`config.mk`:
```
export PLATFORM = sky130hd
export DESIGN_NAME = deconv_weight_tiled_reorder_core_flat
export DESIGN_NICKNAME = d
export VERILOG_FILES = /design/src/rtl/dwtr_pkg.sv /design/src/rtl/dwtr_if.sv /design/src/rtl/dwtr_ctrl.sv /design/src/rtl/dwtr_dpath.sv /design/src/rtl/deconv_weight_tiled_reorder_core.sv /design/src/flat_wrapper.sv
export SDC_FILE = /design/constraint.sdc
export NUM_CORES = 1
export LEC_CHECK = 0
export BUFFER_PORTS_ARGS = -buffer_cell sky130_fd_sc_hd__buf_2
export CAP_MARGIN = 10
export CORE_ASPECT_RATIO = 1.5
export CORE_MARGIN = 3
export CORE_UTILIZATION = 55
export DETAILED_ROUTE_END_ITERATION = 10
export MAX_ROUTING_LAYER = met4
export PLACE_DENSITY = 0.73
export SLEW_MARGIN = 20
export SYNTH_ARGS = -nofsm -noshare
export SYNTH_HDL_FRONTEND = slang
export SYNTH_HIERARCHICAL = 1
export SYNTH_SLANG_ARGS = --single-unit
```
`constraint.sdc`:
```
create_clock -name clk_i -period 7 [get_ports clk_i]
set_clock_uncertainty 0.2 [all_clocks]
set_input_delay 0 -clock clk_i [delete_from_list [all_inputs] [get_ports clk_i]]
set_output_delay 0 -clock clk_i [all_outputs]
set_load 0.01 [all_outputs]
```
`src/rtl/dwtr_pkg.sv`:
```
`timescale 1ns / 1ps

package dwtr_pkg;

  localparam int unsigned MAX_CHANNELS = 4096;
  localparam int unsigned MAX_KERNEL   = 8;

  localparam int unsigned WORD_W   = 16;
  localparam int unsigned ADDR_W   = 30;
  localparam int unsigned CFG_CH_W = 13;
  localparam int unsigned CFG_K_W  = 4;
  localparam int unsigned CFG_W    = 13;
  localparam int unsigned IDX_W    = 8;
  localparam int unsigned CH_W     = 12;
  localparam int unsigned K_W      = 3;
  localparam int unsigned TILE_W   = 5;
  localparam int unsigned BLK_W    = CH_W - TILE_W;
  localparam int unsigned ICB_W    = 8;
  localparam int unsigned KHW_W    = 7;
  localparam int unsigned KP_W     = 14;
  localparam int unsigned POS_W    = 6;
  localparam int unsigned KK_W     = 13;
  localparam int unsigned TADDR_W  = ADDR_W - 10;

  typedef enum logic [IDX_W-1:0] {
    REG_IN_CHANNELS   = 8'd0,
    REG_OUT_CHANNELS  = 8'd1,
    REG_KERNEL_WIDTH  = 8'd2,
    REG_KERNEL_HEIGHT = 8'd3
  } reg_idx_e;

  typedef struct packed {
    logic [ADDR_W-1:0] dest_address;
    logic [WORD_W-1:0] weight_out;
    logic              last_word;
  } result_t;

  typedef struct packed {
    logic load_in;
    logic do_pos;
    logic do_mul;
    logic load_out;
  } cmd_t;

  typedef struct packed {
    logic out_free;
  } status_t;

  function automatic logic [CFG_CH_W-1:0] clamp_ch(input logic [CFG_CH_W-1:0] v);
    logic [CFG_CH_W-1:0] r;
    if (v == '0) begin
      r = CFG_CH_W'(1);
    end else if (v > CFG_CH_W'(MAX_CHANNELS)) begin
      r = CFG_CH_W'(MAX_CHANNELS);
    end else begin
      r = v;
    end
    return r;
  endfunction

  function automatic logic [CFG_K_W-1:0] clamp_k(input logic [CFG_K_W-1:0] v);
    logic [CFG_K_W-1:0] r;
    if (v == '0) begin
      r = CFG_K_W'(1);
    end else if (v > CFG_K_W'(MAX_KERNEL)) begin
      r = CFG_K_W'(MAX_KERNEL);
    end else begin
      r = v;
    end
    return r;
  endfunction

endpackage

```
`src/rtl/dwtr_if.sv`:
```
`timescale 1ns / 1ps

interface dwtr_in_if;
  import dwtr_pkg::*;
  logic              valid;
  logic              ready;
  logic [WORD_W-1:0] weight_in;
  modport source (output valid, output weight_in, input ready);
  modport sink   (input valid, input weight_in, output ready);
endinterface

interface dwtr_out_if;
  import dwtr_pkg::*;
  logic              valid;
  logic              ready;
  logic [ADDR_W-1:0] dest_address;
  logic [WORD_W-1:0] weight_out;
  logic              last_word;
  modport source (output valid, output dest_address, output weight_out, output last_word,
                  input ready);
  modport sink   (input valid, input dest_address, input weight_out, input last_word,
                  output ready);
endinterface

interface dwtr_cfg_if;
  import dwtr_pkg::*;
  logic             valid;
  logic             ready;
  logic [IDX_W-1:0] index;
  logic [CFG_W-1:0] data;
  modport source (output valid, output index, output data, input ready);
  modport sink   (input valid, input index, input data, output ready);
endinterface

```
`src/rtl/dwtr_ctrl.sv`:
```
`timescale 1ns / 1ps

module dwtr_ctrl (
  input  logic             clk_i,
  input  logic             rst_ni,
  input  logic             in_valid_i,
  output logic             in_ready_o,
  input  dwtr_pkg::status_t status_i,
  output dwtr_pkg::cmd_t    cmd_o
);
  import dwtr_pkg::*;

  typedef enum logic [3:0] {
    ST_IDLE   = 4'b0001,
    ST_POS    = 4'b0010,
    ST_MUL    = 4'b0100,
    ST_FINISH = 4'b1000
  } state_e;

  state_e state_q, state_d;

  always_comb begin
    state_d = state_q;
    cmd_o   = '0;
    unique case (state_q)
      ST_IDLE: begin
        if (in_valid_i) begin
          cmd_o.load_in = 1'b1;
          state_d       = ST_POS;
        end
      end
      ST_POS: begin
        cmd_o.do_pos = 1'b1;
        state_d      = ST_MUL;
      end
      ST_MUL: begin
        cmd_o.do_mul = 1'b1;
        state_d      = ST_FINISH;
      end
      ST_FINISH: begin
        // Hold the finished address until the output register has room.
        if (status_i.out_free) begin
          cmd_o.load_out = 1'b1;
          state_d        = ST_IDLE;
        end
      end
      default: state_d = ST_IDLE;
    endcase
  end

  assign in_ready_o = (state_q == ST_IDLE);

  always_ff @(posedge clk_i or negedge rst_ni) begin
    if (!rst_ni) begin
      state_q <= ST_IDLE;
    end else begin
      state_q <= state_d;
    end
  end

endmodule

```
`src/rtl/dwtr_dpath.sv`:
```
`timescale 1ns / 1ps

module dwtr_dpath (
  input  logic                        clk_i,
  input  logic                        rst_ni,
  input  dwtr_pkg::cmd_t              cmd_i,
  output dwtr_pkg::status_t           status_o,
  input  logic [dwtr_pkg::WORD_W-1:0] weight_i,
  input  logic                        cfg_valid_i,
  input  logic [dwtr_pkg::IDX_W-1:0]  cfg_index_i,
  input  logic [dwtr_pkg::CFG_W-1:0]  cfg_data_i,
  output logic                        out_valid_o,
  input  logic                        out_ready_i,
  output dwtr_pkg::result_t           result_o
);
  import dwtr_pkg::*;

  // Configuration registers.
  logic [CFG_CH_W-1:0] in_ch_q, out_ch_q;
  logic [CFG_K_W-1:0]  kw_cfg_q, kh_cfg_q;
  logic                cfg_hit;

  // Derived layout constants, refreshed every cycle from the registers.
  logic [ICB_W-1:0] icb_q, icb_d;
  logic [KHW_W-1:0] khw_q, khw_d;
  logic [KP_W-1:0]  kp_q, kp_d;

  // Position counters.
  logic [CH_W-1:0] i_cnt_q, o_cnt_q;
  logic [K_W-1:0]  r_cnt_q, c_cnt_q;

  // Per-word working registers.
  logic [WORD_W-1:0]  word_q;
  logic [CH_W-1:0]    i_q, o_q;
  logic [K_W-1:0]     fr_q, fc_q;
  logic               last_q;
  logic [POS_W-1:0]   pos_q;
  logic [KK_W-1:0]    kk_q;
  logic [TADDR_W-1:0] obkp_q;

  logic              out_valid_q;
  result_t           result_q;

  logic [CFG_CH_W-1:0] ic, oc;
  logic [CFG_K_W-1:0]  kw, kh;
  logic                c_wrap, r_wrap, o_wrap, i_wrap;
  logic                last_d;

  assign ic = clamp_ch(in_ch_q);
  assign oc = clamp_ch(out_ch_q);
  assign kw = clamp_k(kw_cfg_q);
  assign kh = clamp_k(kh_cfg_q);

  assign cfg_hit = cfg_valid_i && (cfg_index_i == REG_IN_CHANNELS ||
                                   cfg_index_i == REG_OUT_CHANNELS ||
                                   cfg_index_i == REG_KERNEL_WIDTH ||
                                   cfg_index_i == REG_KERNEL_HEIGHT);

  always_ff @(posedge clk_i or negedge rst_ni) begin
    if (!rst_ni) begin
      in_ch_q  <= CFG_CH_W'(32);
      out_ch_q <= CFG_CH_W'(32);
      kw_cfg_q <= CFG_K_W'(3);
      kh_cfg_q <= CFG_K_W'(3);
    end else if (cfg_valid_i) begin
      unique case (cfg_index_i)
        REG_IN_CHANNELS:   in_ch_q  <= cfg_data_i[CFG_CH_W-1:0];
        REG_OUT_CHANNELS:  out_ch_q <= cfg_data_i[CFG_CH_W-1:0];
        REG_KERNEL_WIDTH:  kw_cfg_q <= cfg_data_i[CFG_K_W-1:0];
        REG_KERNEL_HEIGHT: kh_cfg_q <= cfg_data_i[CFG_K_W-1:0];
        default: ;
      endcase
    end
  end

  assign icb_d = ICB_W'(((CFG_CH_W + 1)'(ic) + (CFG_CH_W + 1)'(31)) >> TILE_W);
  assign khw_d = KHW_W'(KHW_W'(kh) * KHW_W'(kw));
  assign kp_d  = KP_W'(KP_W'(khw_q) * KP_W'(icb_q));

  always_ff @(posedge clk_i) begin
    icb_q <= icb_d;
    khw_q <= khw_d;
    kp_q  <= kp_d;
  end

  // Counter advance: column innermost, input channel outermost.
  assign c_wrap = (CFG_K_W'(c_cnt_q) + CFG_K_W'(1)) >= kw;
  assign r_wrap = (CFG_K_W'(r_cnt_q) + CFG_K_W'(1)) >= kh;
  assign o_wrap = (CFG_CH_W'(o_cnt_q) + CFG_CH_W'(1)) >= oc;
  assign i_wrap = (CFG_CH_W'(i_cnt_q) + CFG_CH_W'(1)) >= ic;

  assign last_d = (i_cnt_q == CH_W'(ic - CFG_CH_W'(1))) &&
                  (o_cnt_q == CH_W'(oc - CFG_CH_W'(1))) &&
                  (r_cnt_q == K_W'(kh - CFG_K_W'(1))) &&
                  (c_cnt_q == K_W'(kw - CFG_K_W'(1)));

  always_ff @(posedge clk_i or negedge rst_ni) begin
    if (!rst_ni) begin
      i_cnt_q <= '0;
      o_cnt_q <= '0;
      r_cnt_q <= '0;
      c_cnt_q <= '0;
    end else if (cfg_hit) begin
      i_cnt_q <= '0;
      o_cnt_q <= '0;
      r_cnt_q <= '0;
      c_cnt_q <= '0;
    end else if (cmd_i.load_in) begin
      if (!c_wrap) begin
        c_cnt_q <= c_cnt_q + K_W'(1);
      end else begin
        c_cnt_q <= '0;
        if (!r_wrap) begin
          r_cnt_q <= r_cnt_q + K_W'(1);
        end else begin
          r_cnt_q <= '0;
          if (!o_wrap) begin
            o_cnt_q <= o_cnt_q + CH_W'(1);
          end else begin
            o_cnt_q <= '0;
            if (!i_wrap) begin
              i_cnt_q <= i_cnt_q + CH_W'(1);
            end else begin
              i_cnt_q <= '0;
            end
          end
        end
      end
    end
  end

  // Address pipeline: flipped kernel position, then the two products, then the sum.
  always_ff @(posedge clk_i) begin
    if (cmd_i.load_in) begin
      word_q <= weight_i;
      i_q    <= i_cnt_q;
      o_q    <= o_cnt_q;
      fr_q   <= K_W'(kh - CFG_K_W'(1)) - r_cnt_q;
      fc_q   <= K_W'(kw - CFG_K_W'(1)) - c_cnt_q;
      last_q <= last_d;
    end
    if (cmd_i.do_pos) begin
      pos_q <= POS_W'(KHW_W'(fr_q) * KHW_W'(kw) + KHW_W'(fc_q));
    end
    if (cmd_i.do_mul) begin
      kk_q   <= KK_W'(KP_W'(pos_q) * KP_W'(icb_q) + KP_W'(i_q[CH_W-1:TILE_W]));
      obkp_q <= TADDR_W'((KP_W + BLK_W)'(o_q[CH_W-1:TILE_W]) * (KP_W + BLK_W)'(kp_q));
    end
    if (cmd_i.load_out) begin
      result_q.dest_address <= {obkp_q + TADDR_W'(kk_q), i_q[TILE_W-1:1],
                                o_q[TILE_W-1:0], i_q[0]};
      result_q.weight_out   <= word_q;
      result_q.last_word    <= last_q;
    end
  end

  always_ff @(posedge clk_i or negedge rst_ni) begin
    if (!rst_ni) begin
      out_valid_q <= 1'b0;
    end else if (cmd_i.load_out) begin
      out_valid_q <= 1'b1;
    end else if (out_ready_i) begin
      out_valid_q <= 1'b0;
    end
  end

  assign status_o.out_free = !out_valid_q || out_ready_i;
  assign out_valid_o       = out_valid_q;
  assign result_o          = result_q;

endmodule

```
`src/rtl/deconv_weight_tiled_reorder_core.sv`:
```
`timescale 1ns / 1ps

// Weight flip and tiled reorder for transposed-convolution weights.
// req_i carries one 16-bit weight per request, in source order: input channel
// outermost, then output channel, kernel row, kernel column. rsp_o returns one
// result per request: the destination element index in the 32x32 tiled layout
// (kernel flipped, input-channel pairs interleaved), the weight unchanged and a
// flag on the final weight of the tensor.
// cfg_i writes in_channels, out_channels, kernel_width and kernel_height
// (indexes 0 to 3) and is always ready; any such write restarts the tensor at
// the next weight. Writes to other indexes are dropped. Write only while idle.
// For each request the controller walks the position, multiply and sum steps of the
// address path, and it takes no new request until the sum is in the output register.
// The result sits in an output register, so a request may be taken while the
// previous result still waits; when the receiver stalls longer, the finished
// address waits in the datapath and req_i.ready stays low.
// Reset loads 32 channels each way and a 3x3 kernel and clears the position
// counters; the block is ready for a request right after reset.
module deconv_weight_tiled_reorder_core (
  input  logic       clk_i,
  input  logic       rst_ni,
  dwtr_in_if.sink    req_i,
  dwtr_out_if.source rsp_o,
  dwtr_cfg_if.sink   cfg_i
);
  import dwtr_pkg::*;

  cmd_t    cmd;
  status_t status;
  result_t result;

  dwtr_ctrl u_ctrl (
    .clk_i      (clk_i),
    .rst_ni     (rst_ni),
    .in_valid_i (req_i.valid),
    .in_ready_o (req_i.ready),
    .status_i   (status),
    .cmd_o      (cmd)
  );

  dwtr_dpath u_dpath (
    .clk_i       (clk_i),
    .rst_ni      (rst_ni),
    .cmd_i       (cmd),
    .status_o    (status),
    .weight_i    (req_i.weight_in),
    .cfg_valid_i (cfg_i.valid),
    .cfg_index_i (cfg_i.index),
    .cfg_data_i  (cfg_i.data),
    .out_valid_o (rsp_o.valid),
    .out_ready_i (rsp_o.ready),
    .result_o    (result)
  );

  assign cfg_i.ready        = 1'b1;
  assign rsp_o.dest_address = result.dest_address;
  assign rsp_o.weight_out   = result.weight_out;
  assign rsp_o.last_word    = result.last_word;

endmodule

```
`src/flat_wrapper.sv`:
```
// flat-port wrapper written by rule: the top's interface ports become plain ports
module deconv_weight_tiled_reorder_core_flat import dwtr_pkg::*;
  (clk_i, rst_ni, req_i_valid, req_i_weight_in, req_i_ready, rsp_o_valid, rsp_o_dest_address, rsp_o_weight_out, rsp_o_last_word, rsp_o_ready, cfg_i_valid, cfg_i_index, cfg_i_data, cfg_i_ready);
  dwtr_in_if req_i_i ();
  dwtr_out_if rsp_o_i ();
  dwtr_cfg_if cfg_i_i ();
  input  logic clk_i;
  input  logic rst_ni;
  input wire logic [$bits(req_i_i.valid)-1:0] req_i_valid;
  input wire logic [$bits(req_i_i.weight_in)-1:0] req_i_weight_in;
  output wire logic [$bits(req_i_i.ready)-1:0] req_i_ready;
  output wire logic [$bits(rsp_o_i.valid)-1:0] rsp_o_valid;
  output wire logic [$bits(rsp_o_i.dest_address)-1:0] rsp_o_dest_address;
  output wire logic [$bits(rsp_o_i.weight_out)-1:0] rsp_o_weight_out;
  output wire logic [$bits(rsp_o_i.last_word)-1:0] rsp_o_last_word;
  input wire logic [$bits(rsp_o_i.ready)-1:0] rsp_o_ready;
  input wire logic [$bits(cfg_i_i.valid)-1:0] cfg_i_valid;
  input wire logic [$bits(cfg_i_i.index)-1:0] cfg_i_index;
  input wire logic [$bits(cfg_i_i.data)-1:0] cfg_i_data;
  output wire logic [$bits(cfg_i_i.ready)-1:0] cfg_i_ready;
  assign req_i_i.valid = req_i_valid;
  assign req_i_i.weight_in = req_i_weight_in;
  assign req_i_ready = req_i_i.ready;
  assign rsp_o_valid = rsp_o_i.valid;
  assign rsp_o_dest_address = rsp_o_i.dest_address;
  assign rsp_o_weight_out = rsp_o_i.weight_out;
  assign rsp_o_last_word = rsp_o_i.last_word;
  assign rsp_o_i.ready = rsp_o_ready;
  assign cfg_i_i.valid = cfg_i_valid;
  assign cfg_i_i.index = cfg_i_index;
  assign cfg_i_i.data = cfg_i_data;
  assign cfg_i_ready = cfg_i_i.ready;
  deconv_weight_tiled_reorder_core u_core (.clk_i(clk_i), .rst_ni(rst_ni), .req_i(req_i_i), .rsp_o(rsp_o_i), .cfg_i(cfg_i_i));
endmodule
```
### Yosys cells after proc, flatten, opt, wreduce, memory -nomap -nowiden

Index checks and enable logic that the tools add are counted.

| word-level totals | value |
|---|---|
| register bits after elaboration | 231 |
| bits in latches | 0 |
| memory bits (writable) | 0 |
| bits in read-only memories | 0 |
| output and inout bits | 50 |
| word-level logic and storage cells | 133 |
| memories | 0 |

| operators by class | value |
|---|---|
| $add $sub $neg | 18 |
| $mul | 5 |
| divide/modulo/power cells | 0 |
| order comparisons | 8 |
| equal/unequal tests | 13 |
| shifts and indexed selects | 0 |
| mux-type cells | 37 |
| bitwise operators | 0 |
| reduce and logical (&&, ||, !) cells | 27 |

Operators by type and width:

| cell | count |
|---|---|
| $mux W12 | 11 |
| $mux W13 | 4 |
| $add A12 B1 Y13 const B | 2 |
| $ge A13 B13 Y1 | 2 |
| $gt A13 B13 Y1 const B | 2 |
| $logic_not A13 Y1 | 2 |
| $add A12 B1 Y12 const B | 2 |
| $eq A12 B12 Y1 | 2 |
| $mux W4 | 6 |
| $sub A12 B1 Y12 const B | 2 |
| $mux W3 | 7 |
| $add A20 B13 Y20 | 1 |
| $mul A7 B14 Y20 | 1 |
| $eq A8 B2 Y1 const B | 2 |
| $pmux W4 S4 | 1 |
| $mul A7 B8 Y14 | 1 |
| $add A13 B5 Y13 const B | 1 |
| $add A13 B7 Y13 | 1 |
| $mul A6 B8 Y13 | 1 |
| $reduce_and A2 Y1 | 6 |
| $reduce_bool A2 Y1 | 5 |
| $add A3 B1 Y4 const B | 2 |
| $eq A8 B1 Y1 const B | 1 |
| $ge A4 B4 Y1 | 2 |
| 22 further kinds | 41 |

### Longest topological paths before layout

Gate-level depths: netlist of the first run.

| logic depth | value |
|---|---|
| word-level depth | 10 |
| gate-level depth with buffers | 19 |

### Cells and area by module

Netlist of the first run, hierarchy kept.

Modules (own cells, without submodules):

| module | times used | cells each | area an instance (sq um) |
|---|---|---|---|
| dwtr_dpath | 1 | 1690 | 17375.4 |
| dwtr_ctrl | 1 | 21 | 247.7 |
| deconv_weight_tiled_reorder_core | 1 | 2 | 11.3 |

### Least setup slack after synthesis of the first run

Ideal clock, no wire load.

| timing path | value |
|---|---|
| path kind | flip-flop to flip-flop |
| start point | register u_core.u_dpath.o_q[11] |
| end point | register u_core.u_dpath.obkp_q[19] (data pin) |
| library setup time | 0.260 ns |
| arrival time | 4.582 ns |
| data required time | 6.540 ns |
| setup slack | 1.958 ns |
| cell stages (with the launch flop) | 18 |
| path buffers | 1 |
| period minus slack after synthesis | 5.042 ns |
| cell sequence | edfxtp_1 clkbuf_1 and2_1 fa_1 fa_1 fa_1 inv_1 fa_1 inv_1 ha_1 a21o_1 a21o_1 a211oi_1 nor3_1 a2111oi_0 o21bai_1 a21oi_1 xnor2_1 |

| on the way | value |
|---|---|
| cells in the longest elaborated chain, start to end | 1 |

RTL lines:

| what | line | source |
|---|---|---|
| from (decl) | dwtr_dpath.sv:34 | `logic [CH_W-1:0] i_q, o_q;` |
| from (signal assigned) | dwtr_dpath.sv:137 | `o_q <= o_cnt_q;` |
| $mul A7 B14 Y20 | dwtr_dpath.sv:147 | `obkp_q <= TADDR_W'((KP_W + BLK_W)'(o_q[CH_W-1:TILE_W]) * (KP_W + BLK_W)'(kp_q));` |
| to (signal assigned) | dwtr_dpath.sv:147 |  |
| to (decl) | dwtr_dpath.sv:39 | `logic [TADDR_W-1:0] obkp_q;` |

No other way between the ends.
A chain may end at the register's enable or synchronous reset.

### Final worst setup path of the first run

Same ends and word-level chain as after synthesis.

==> results of run 1 <==
[layout by cell type, fill, tap and decap left out, types with 9 or more instances in the layout]
cell type      synthesis  final
a21o_1                29     29
a21oi_1               55     55
and2_1               110    109
and3_1                14     14
buf_2                  2     90
clkbuf_16              0     26
dfrtp_1               62     62
dfxtp_1               29     29
dlygate4sd3_1          0     60
edfxtp_1             133    133
fa_1                 125    125
ha_1                 176    176
inv_1                185    185
mux2_2                36     36
nand2_1              215    215
nand2b_1              12     12
nand3_1               36     36
nor2_1                76     76
nor2b_1               13     13
nor3_1                20     20
nor4_1                10      9
o211ai_1              10     10
o21a_1                10     10
o21ai_0               67     67
o21bai_1              10     10
xnor2_1               83     83
xor2_1                48     48
[cell families (layout without fill, tap and decap cells)]
family | count (synthesis) | count (layout) | synth area share [%]
AND/OR/NAND/NOR | 551 | 551 | 15.4
adder cells (fa/ha/maj) | 301 | 301 | 26.7
buffers and inverters | 235 | 386 | 5.11
flip-flops | 231 | 231 | 35.8
AO/OA/AOI/OAI | 224 | 224 | 8.00
XOR/XNOR | 131 | 131 | 6.51
multiplexers | 39 | 39 | 2.47
other | 1 | 1 | 0.0213
[power breakdown]
group	switching (mW)	leakage (nW)	total [mW]	internal [mW]
sequential	0.198	2.38	1.87	1.67
combinational	0.731	6.64	1.24	0.507
clock	0.543	0.383	1.26	0.717
total	1.47	9.40	4.36	2.89
[worst paths after layout]
kind                       slack (ns)  depth (start not counted)                           to
max reg2reg                      1.62                         16    u_core/u_dpath/obkp_q[19]
min                              0.02                          3    u_core/u_dpath/in_ch_q[4]
min in group clk_i               0.04                          3  u_core/u_dpath/out_ch_q[12]
max                              1.62                         16    u_core/u_dpath/obkp_q[19]
min reg2reg                      0.21                          0   u_core/u_dpath/result_o[7]
max in group asynchronous        5.99                          3     u_core/u_ctrl/state_q[3]
[registers in the layout, summed over array words and instances, names as in the netlist, 4 cells and up]
signal,cells
u_core/u_dpath/o_q,12
u_core/u_dpath/in_ch_q,13
u_core/u_dpath/i_cnt_q,12
u_core/u_dpath/kw_cfg_q,4
u_core/u_dpath/word_q,16
u_core/u_dpath/i_q,12
u_core/u_dpath/result_o,47
u_core/u_dpath/kk_q,13
u_core/u_dpath/o_cnt_q,12
u_core/u_dpath/pos_q,6
u_core/u_dpath/kp_q,14
u_core/u_ctrl/state_q,4
u_core/u_dpath/out_ch_q,13
u_core/u_dpath/obkp_q,20
u_core/u_dpath/kh_cfg_q,4
u_core/u_dpath/icb_q,8
u_core/u_dpath/khw_q,7
[area by class of cell]
type	count	area, um2
Clock buffer	29	662
Clock inverter	15	126
Fill cell	2499	11500
Inverter	186	698
Multi-Input combinational cell	1247	10400
Sequential cell	231	6310
Tap cell	405	507
Timing Repair Buffer	156	1100
[worst max-delay path: stages, from the launching register on]
cell and delay (ns):
edfxtp_1 0.58, and2_1 0.26, fa_1 0.52, fa_1 0.52, fa_1 0.55, inv_1 0.05, fa_1 0.53, inv_1 0.04
ha_1 0.34, nor3_1 0.27, nor3_1 0.11, a211oi_1 0.24, nor3_1 0.14, a2111oi_0 0.38, o21bai_1 0.13, a21oi_1 0.19
xnor2_1 0.08
[per-layer routing]
metal | track usage [%] | share of wire [%]
met1 | 24.4 | 37
met3 | 2.52 | 3.1
met4 | 9.75 | 4.1
met5 | - | 0
met2 | 46.0 | 56
[through the flow]
step | hold slack, ns | setup WS (ns)
after floorplan | -0.496 | 1.96
after global placement | -0.0240 | 1.68
after detailed placement | -0.0214 | 1.63
after CTS | 0.0135 | 1.64
after global routing | 0.0427 | 1.30
final | 0.0208 | 1.62
==> impl_metrics.ini, run 1 <==
[outcome]
outcome = finished clean

[sta]
drv_slew = 0
hold_violations = 0
fmax_ghz = 0.186
fin_tns_setup_ns = 0
rsz0062_at_grt = false
slew_headroom_pct = 22.9
tightestPinTransition_ns = 1.15
finalSetupViolCount = 0
fin_crit_ns = 5.38
period_share_pct = 76.8

[cts]
clock_latency_ns = 0.55
root_buffer = clkbuf_16
clock-sinks = 231
postCtsHoldBufs = 60
cts_tree = done
cts-htree-levels = 1
cts.clk_slew.worst_paths_ns = 0.06
post_cts_resized = 0
clock_path_buffers = 3
cts_setup_buffers = 0
numCtsBuffers = 24

[detailed_routing]
vias_per_cell = 5.55
first_pass_iters = 5
detail-route-antenna-nets = 0
routed-via-count = 12600
wl_per_cell_um = 17.1
route.detailed.drc = 0
drt_iter0_markers = 609
drt_wl_total_mm = 38.7

[worst_setup_path]
r2r-start = u_core/u_dpath/o_q[11]
worst-setup-path-type = flop to flop
crit_start = u_core/u_dpath/o_q[11]
required_ns = 7.08
critPathMaxFanout = 14
cp.arrival_ns = 5.46
endpoint_kind = flop
startpoint_type = flop

[logic_synthesis]
synth_edf_count = 133
yosys-top-cells-area = edfxtp_1 23%, fa_1 14%, ha_1 12%, dfrtp_1 8.8%, nand2_1 4.6%
ys_warn_count = 6
synth.top_cell.area_share_pct = 22.6
async_flop_share_pct = 29.9
synth.largest_area_cell = edfxtp_1
synth_commonest_cells = 215 x nand2_1, 185 x inv_1, 176 x ha_1, 133 x edfxtp_1, 125 x fa_1
syn_avg_cell_area_um2 = 10.3
synthCells = 1713
synth_most_common_cell = nand2_1
netlist_area_um2 = 17600
synth_seq_cells = 231
syn_nets = 2056
synthFlopType = edfxtp_1
ys_types = 72
ys_seq_area_share_pct = 35.8

[die]
die_x_um = 152
die_area_um2 = 34300
num_rows = 79
initial_core_util_pct = 56.3
pin_count = 92
core-area_um2 = 31300
die_h_um = 225

[final_layout]
antenna_cells = 0
design_area_um2 = 19800
instances_no_fill = 2269
drive_gt1_share_pct = 10.5
nets = 2189
areaGrowthSynthToFinish_pct = 12.5
final_core_util_pct = 63.3

[run]
cap_violations = 0

[grt]
grt_pass1_wl_mm = 64.8
grt_max_degree = 70
grt_overflow = 0
grt_pass1_vias = 13500
grt_use_total_pct = 23.8
grt_antenna_before_repair = 0

[place]
place_inst = 2165
gp_congestion = 0.947
placed_area_um2 = 18500
dpl.hpwl_mm = 29.6
port_buffers = 90

[pwr]
worst_ir_drop_vdd_mv = 0.247
power_mw = 4.36
p_leak_nw = 9.40
p_per_area_nw_per_um2 = 220

[worst_hold_path]
hold_path_class = input port to async pin
(Power assumes the default switching activity.)
==> run 2: changes to the inputs <==
--- a/config.mk
+++ b/config.mk
@@ -5,6 +5,7 @@
 export SDC_FILE = /design/constraint.sdc
 export NUM_CORES = 1
 export LEC_CHECK = 0
+export ABC_AREA = 1
 export BUFFER_PORTS_ARGS = -buffer_cell sky130_fd_sc_hd__buf_2
 export CAP_MARGIN = 10
 export CORE_ASPECT_RATIO = 1.5
==> constraint.sdc (replaced) <==
create_clock -name clk_i -period 5.6 [get_ports clk_i]
set_clock_uncertainty 0.2 [all_clocks]
set_input_delay 0 -clock clk_i [delete_from_list [all_inputs] [get_ports clk_i]]
set_output_delay 0 -clock clk_i [all_outputs]
set_load 0.01 [all_outputs]
==> run 2 against run 1 <==
Worst setup slack got worse by 1.2 ns. Critical path type unchanged. Routed wire length rose by 10%. Critical path depth rose by 1. Synthesized cell count rose by 18%. First-iteration DRC count rose by 35%. Sequential share of layout area fell by 0.48 points. Largest cell class unchanged. Utilization fell by 0.24 points. Register-to-register slack got worse by 1.2 ns.
==> impl_metrics.ini, run 2 <==
[outcome]
outcome = finished clean

[worst_setup_path]
critical_path.top_delay_family = adder cells
path_buf_inv = 3
cp.arrival_ns = 5.26
critPathSlowestCell = edfxtp_1
endpoint_kind = flop
cp_cell_sequence = nand2_1 > fa_1 > fa_1 > inv_1 > fa_1 > inv_1 > fa_1 > inv_1 > ha_1 > a21oi_1 > a21boi_0 > o21bai_1 > a21oi_1 > o21ai_0 > nand3_1 > nand2_1 > xor2_1
startpoint_type = flop
cpMostUsedCell = fa_1
worst-setup-path-type = flop to flop
critPathMaxFanout = 9
required_ns = 5.69
crit_path_max_incr_delay_ns = 0.55

[sta]
worst_slack_ns = 0.434
finalSetupViolCount = 0
tightestPinTransition_ns = 0.945
hold_violations = 0
slew_headroom_pct = 37.0
fin_crit_ns = 5.17
period_share_pct = 92.3
fmax_ghz = 0.194
drv_slew = 0
fin_tns_setup_ns = 0
rsz0062_at_grt = false

[final_layout]
regArea_um2 = 6310
final_core_util_pct = 63.1
antenna_cells = 0
largest_reg_flops = 47
drive_gt1_share_pct = 8.49
areaGrowthSynthToFinish_pct = 12.6
multi_input_area_um2 = 9880
fillCellCount = 2596
final_cell_mix = 468 x nand2_1, 398 x inv_1, 176 x ha_1
final_common_cell = nand2_1
instances_no_fill = 2589
nets = 2504

[logic_synthesis]
ys_seq_area_share_pct = 35.3
async_flop_share_pct = 29.9
synthCells = 2020
synth.largest_area_cell = edfxtp_1
netlist_area_um2 = 17900
synthFlopType = edfxtp_1
syn_avg_cell_area_um2 = 8.86
synth_edf_count = 133
synth_seq_cells = 231
synth_commonest_cells = 468 x nand2_1, 398 x inv_1, 176 x ha_1, 133 x edfxtp_1, 125 x fa_1
ys_warn_count = 6
synth_most_common_cell = nand2_1
synth.top_cell.area_share_pct = 22.3
ys_types = 59
yosys-top-cells-area = edfxtp_1 22%, fa_1 14%, ha_1 12%, nand2_1 9.8%, dfrtp_1 8.7%
syn_nets = 2363

[grt]
grt_pass1_vias = 14500
grt_max_degree = 70
grt_overflow = 0
grt_use_total_pct = 25.8
grt_antenna_before_repair = 0
grt_pass1_wl_mm = 70.3

[pwr]
worst_ir_drop_vdd_mv = 0.297
p_leak_nw = 10.7
p_per_area_nw_per_um2 = 347
power_mw = 6.98

[cts]
clock_latency_ns = 0.56
post_cts_resized = 0
cts_tree = done
cts_setup_buffers = 0
numCtsBuffers = 24
cts.clk_slew.worst_paths_ns = 0.06
clock_path_buffers = 3
cts-htree-levels = 1
postCtsHoldBufs = 58
clock-sinks = 231
root_buffer = clkbuf_16

[die]
die_area_um2 = 34800
pin_count = 92
core-area_um2 = 31900
die_x_um = 153
die_h_um = 227
initial_core_util_pct = 56.0
num_rows = 80

[place]
port_buffers = 90
dpl.hpwl_mm = 32.8
gp_congestion = 0.945
dpl_worst_slack_ns = 0.425
place_inst = 2487

[detailed_routing]
drt_wl_total_mm = 42.7
detail-route-antenna-nets = 0
wl_per_cell_um = 16.5
route.detailed.drc = 0
first_pass_iters = 6
drt_iter0_markers = 825
routed-via-count = 13700
vias_per_cell = 5.29

[worst_hold_path]
hold_path_class = input port to async pin

[run]
cap_violations = 0
==> run 2: cell types whose count changed in the layout (fill, tap and decap cells not counted), sizes merged, moves of 12 or more <==
cell	change
mux2	-36
nand3	+35
a21o	-27
xnor2	-54
xor2	+40
and3	-14
and2	-108
nor2b	-14
nand2b	-12
nor2	+41
o21ai	+36
a21oi	+13
inv	+217
nand2	+261
==> run 2: cells by family (layout without fill, tap and decap cells) <==
kind of cell             after synthesis  count (layout)  share of synthesized area, %
buffers and inverters                449             608                          9.65
AND/OR/NAND/NOR                      713             713                          16.5
flip-flops                           231             231                          35.3
XOR/XNOR                             118             118                          5.85
other                                  1               1                        0.0210
AO/OA/AOI/OAI                        207             207                          6.45
adder cells (fa/ha/maj)              301             301                          26.3
==> run 2: report_power, final <==
group / leakage (nW) / switching (mW) / total [mW] / internal, mW
combinational: 7.90 / 1.79 / 2.84 / 1.04
sequential: 2.39 / 0.329 / 2.54 / 2.21
clock: 0.401 / 0.703 / 1.60 / 0.899
==> run 2: final timing paths <==
path                                                   end  slack (ns)                      from  cells after the start
worst max-delay path             u_core/u_dpath/obkp_q[13]        0.43     u_core/u_dpath/o_q[9]                     17
worst min-delay path            u_core/u_dpath/out_ch_q[9]        0.02                    rst_ni                      3
worst max register to register   u_core/u_dpath/obkp_q[13]        0.43     u_core/u_dpath/o_q[9]                     17
worst min register to register  u_core/u_dpath/result_o[8]        0.22  u_core/u_dpath/word_q[7]                      0
max in group asynchronous         u_core/u_ctrl/state_q[1]        4.57                    rst_ni                      3
min in group clk_i               u_core/u_dpath/i_cnt_q[0]        0.03            cfg_i_index[4]                      7
==> run 2: area by class of cell <==
class                      instances  share of cell area, %
clock buffer                      30                   3.29
clock inverter                    14                  0.665
inverter                         402                   7.50
multi-input combinational       1340                   49.0
sequential                       231                   31.3
tap                              410                   2.55
timing repair buffer             162                   5.64
==> run 2: through the flow <==
stage	hold WS, ns	area [um2]
after detailed placement	-0.0213	18800
final	0.0220	20100
after global placement	-0.0229	18800
after global routing	0.0703	20100
after floorplan	-0.496	17900
after CTS	0.0107	20100
==> run 2: worst min-delay path: cells and delay by family <==
kind                   cells  cell delay (ns)
buffers and inverters      3             1.32
==> run 2: routing by layer <==
layer,wire length (um),global-route usage (%)
met2,23500,49.5
met4,2080,12.4
met3,1580,2.46
met5,0,-
met1,15600,26.2
==> run 3: changes to the inputs <==
==> constraint.sdc (replaced) <==
create_clock -name clk_i -period 4.93 [get_ports clk_i]
set_clock_uncertainty 0.2 [all_clocks]
set_input_delay 0 -clock clk_i [delete_from_list [all_inputs] [get_ports clk_i]]
set_output_delay 0 -clock clk_i [all_outputs]
set_load 0.01 [all_outputs]
==> run 3 against run 2 <==
Final cell count increased by 0.66%. Critical path depth down 1. Fmax is 9.0% higher. Combinational power rose by 14%.
==> impl_metrics.ini, run 3 (same netlist as run 2, synthesis figures left out) <==
[cts]
cts-htree-levels = 1
root_buffer = clkbuf_16
clock_latency_ns = 0.56
clock_path_buffers = 3
cts_tree = done
clock-sinks = 231
cts.clk_slew.worst_paths_ns = 0.06
numCtsBuffers = 23

[grt]
grt_pass1_wl_mm = 70.6
grt_pass1_vias = 14500
grt_overflow = 0
grt_use_total_pct = 26.1
grt_max_degree = 70
grt_antenna_before_repair = 0

[sta]
finalSetupViolCount = 0
fin_tns_setup_ns = 0
holdWs_ns = 0.00655
period_share_pct = 96.2
tightestPinTransition_ns = 1.07
drv_slew = 0
fin_crit_ns = 4.74
fmax_ghz = 0.211
slew_headroom_pct = 28.6
hold_violations = 0

[place]
dpl.hpwl_mm = 33.3
gp_congestion = 0.935
port_buffers = 90
placed_area_um2 = 18900

[detailed_routing]
drt_wl_total_mm = 43.3
detail-route-antenna-nets = 0
first_pass_iters = 5
routed-via-count = 13800
wl_per_cell_um = 16.6
route.detailed.drc = 0
vias_per_cell = 5.28
drt_iter0_markers = 760

[die]
pin_count = 92
initial_core_util_pct = 56.0
die_area_um2 = 34800
core-area_um2 = 31900
die_h_um = 227
num_rows = 80
die_x_um = 153

[final_layout]
largest_reg_flops = 47
fillCellCount = 2590
final_core_util_pct = 63.7
areaGrowthSynthToFinish_pct = 13.7
design_area_um2 = 20300
antenna_cells = 0
nets = 2522
final_common_cell = nand2_1
drive_gt1_share_pct = 9.70
regArea_um2 = 6320
multi_input_area_um2 = 9900
final_cell_mix = 468 x nand2_1, 398 x inv_1, 175 x ha_1

[worst_hold_path]
hold_path_class = input port to async pin

[worst_setup_path]
critPathMaxFanout = 13
startpoint_type = flop
required_ns = 5.00
worst-setup-path-type = flop to flop
endpoint_kind = flop
cp.arrival_ns = 4.82

[run]
cap_violations = 0

[pwr]
p_per_area_nw_per_um2 = 395
p_leak_nw = 10.8
power_mw = 8.04
worst_ir_drop_vdd_mv = 0.334

[outcome]
outcome = finished clean
[run 3: cell count changes in the layout (fill, tap and decap cells not counted), sizes merged]
cell	previous run	this run
buf	104	123
bufinv	1	5
clkbuf	30	28
clkinv	12	10
inv	403	401
[run 3: routing by layer]
metal,wire (um),vias to the layer above,GRT usage [%]
met5,0,-,-
met4,2500,0,13.5
met3,1470,150,2.37
met2,23700,368,49.7
met1,15600,6580,26.4
li1,-,6674,-
[run 3: repair_timing]
item | CTS | global route
hold endpoints to repair | 133 | 0
resized for setup | 2 | 20
buffers inserted | 0 | 2
setup endpoints to repair | 3 | 10
hold buffers | 58 | 0
[run 3: path summary, 6_finish.rpt]
check	startpoint	end	slack (ns)	cells after the start
setup / recovery	u_core/u_dpath/o_q[8]	u_core/u_dpath/obkp_q[19]	0.19	16
hold / removal	rst_ni	u_core/u_dpath/out_ch_q[12]	0.007	3
setup reg to reg	u_core/u_dpath/o_q[8]	u_core/u_dpath/obkp_q[19]	0.19	16
hold reg to reg	u_core/u_dpath/word_q[6]	u_core/u_dpath/result_o[7]	0.22	0
max in group asynchronous	rst_ni	u_core/u_dpath/c_cnt_q[2]	3.92	3
min in group clk_i	cfg_i_index[3]	u_core/u_dpath/i_cnt_q[0]	0.03	7
[run 3: where the power goes]
part,switching [mW],internal (mW),total [mW]
clock,0.780,1.14,1.92
combinational,2.05,1.20,3.25
sequential,0.348,2.52,2.86
[run 3: layout make-up]
type | count | share of cell area, %
Clock buffer | 28 | 2.97
Clock inverter | 14 | 1.06
Inverter | 402 | 7.43
Multi-Input combinational cell | 1340 | 48.7
Sequential cell | 231 | 31.1
Tap cell | 410 | 2.52
Timing Repair Buffer | 181 | 6.28
[run 3: worst max-delay path, cell delays in order (launching register included)]
cell      delay (ns)
edfxtp_1        0.40
buf_4           0.21
nand2_1         0.07
inv_1           0.05
fa_1            0.56
fa_1            0.44
fa_1            0.54
inv_1           0.05
fa_1            0.53
inv_1           0.04
ha_1            0.34
a21oi_1         0.21
o21ai_0         0.12
a21oi_1         0.13
o21ai_1         0.12
a221oi_1        0.35
xor2_1          0.10
[run 3: through the flow]
| step | worst slack (ns) | std cells |
|---|---|---|
| 2_1_floorplan | 0.00996 | 2020 |
| 4_1_cts | 0.0254 | 2604 |
| 3_3_place_gp | 0.146 | 2504 |
| 3_5_place_dp | 0.0146 | 2504 |
| 5_1_grt | -0.0358 | 2606 |
| 6_report | 0.189 | 2606 |
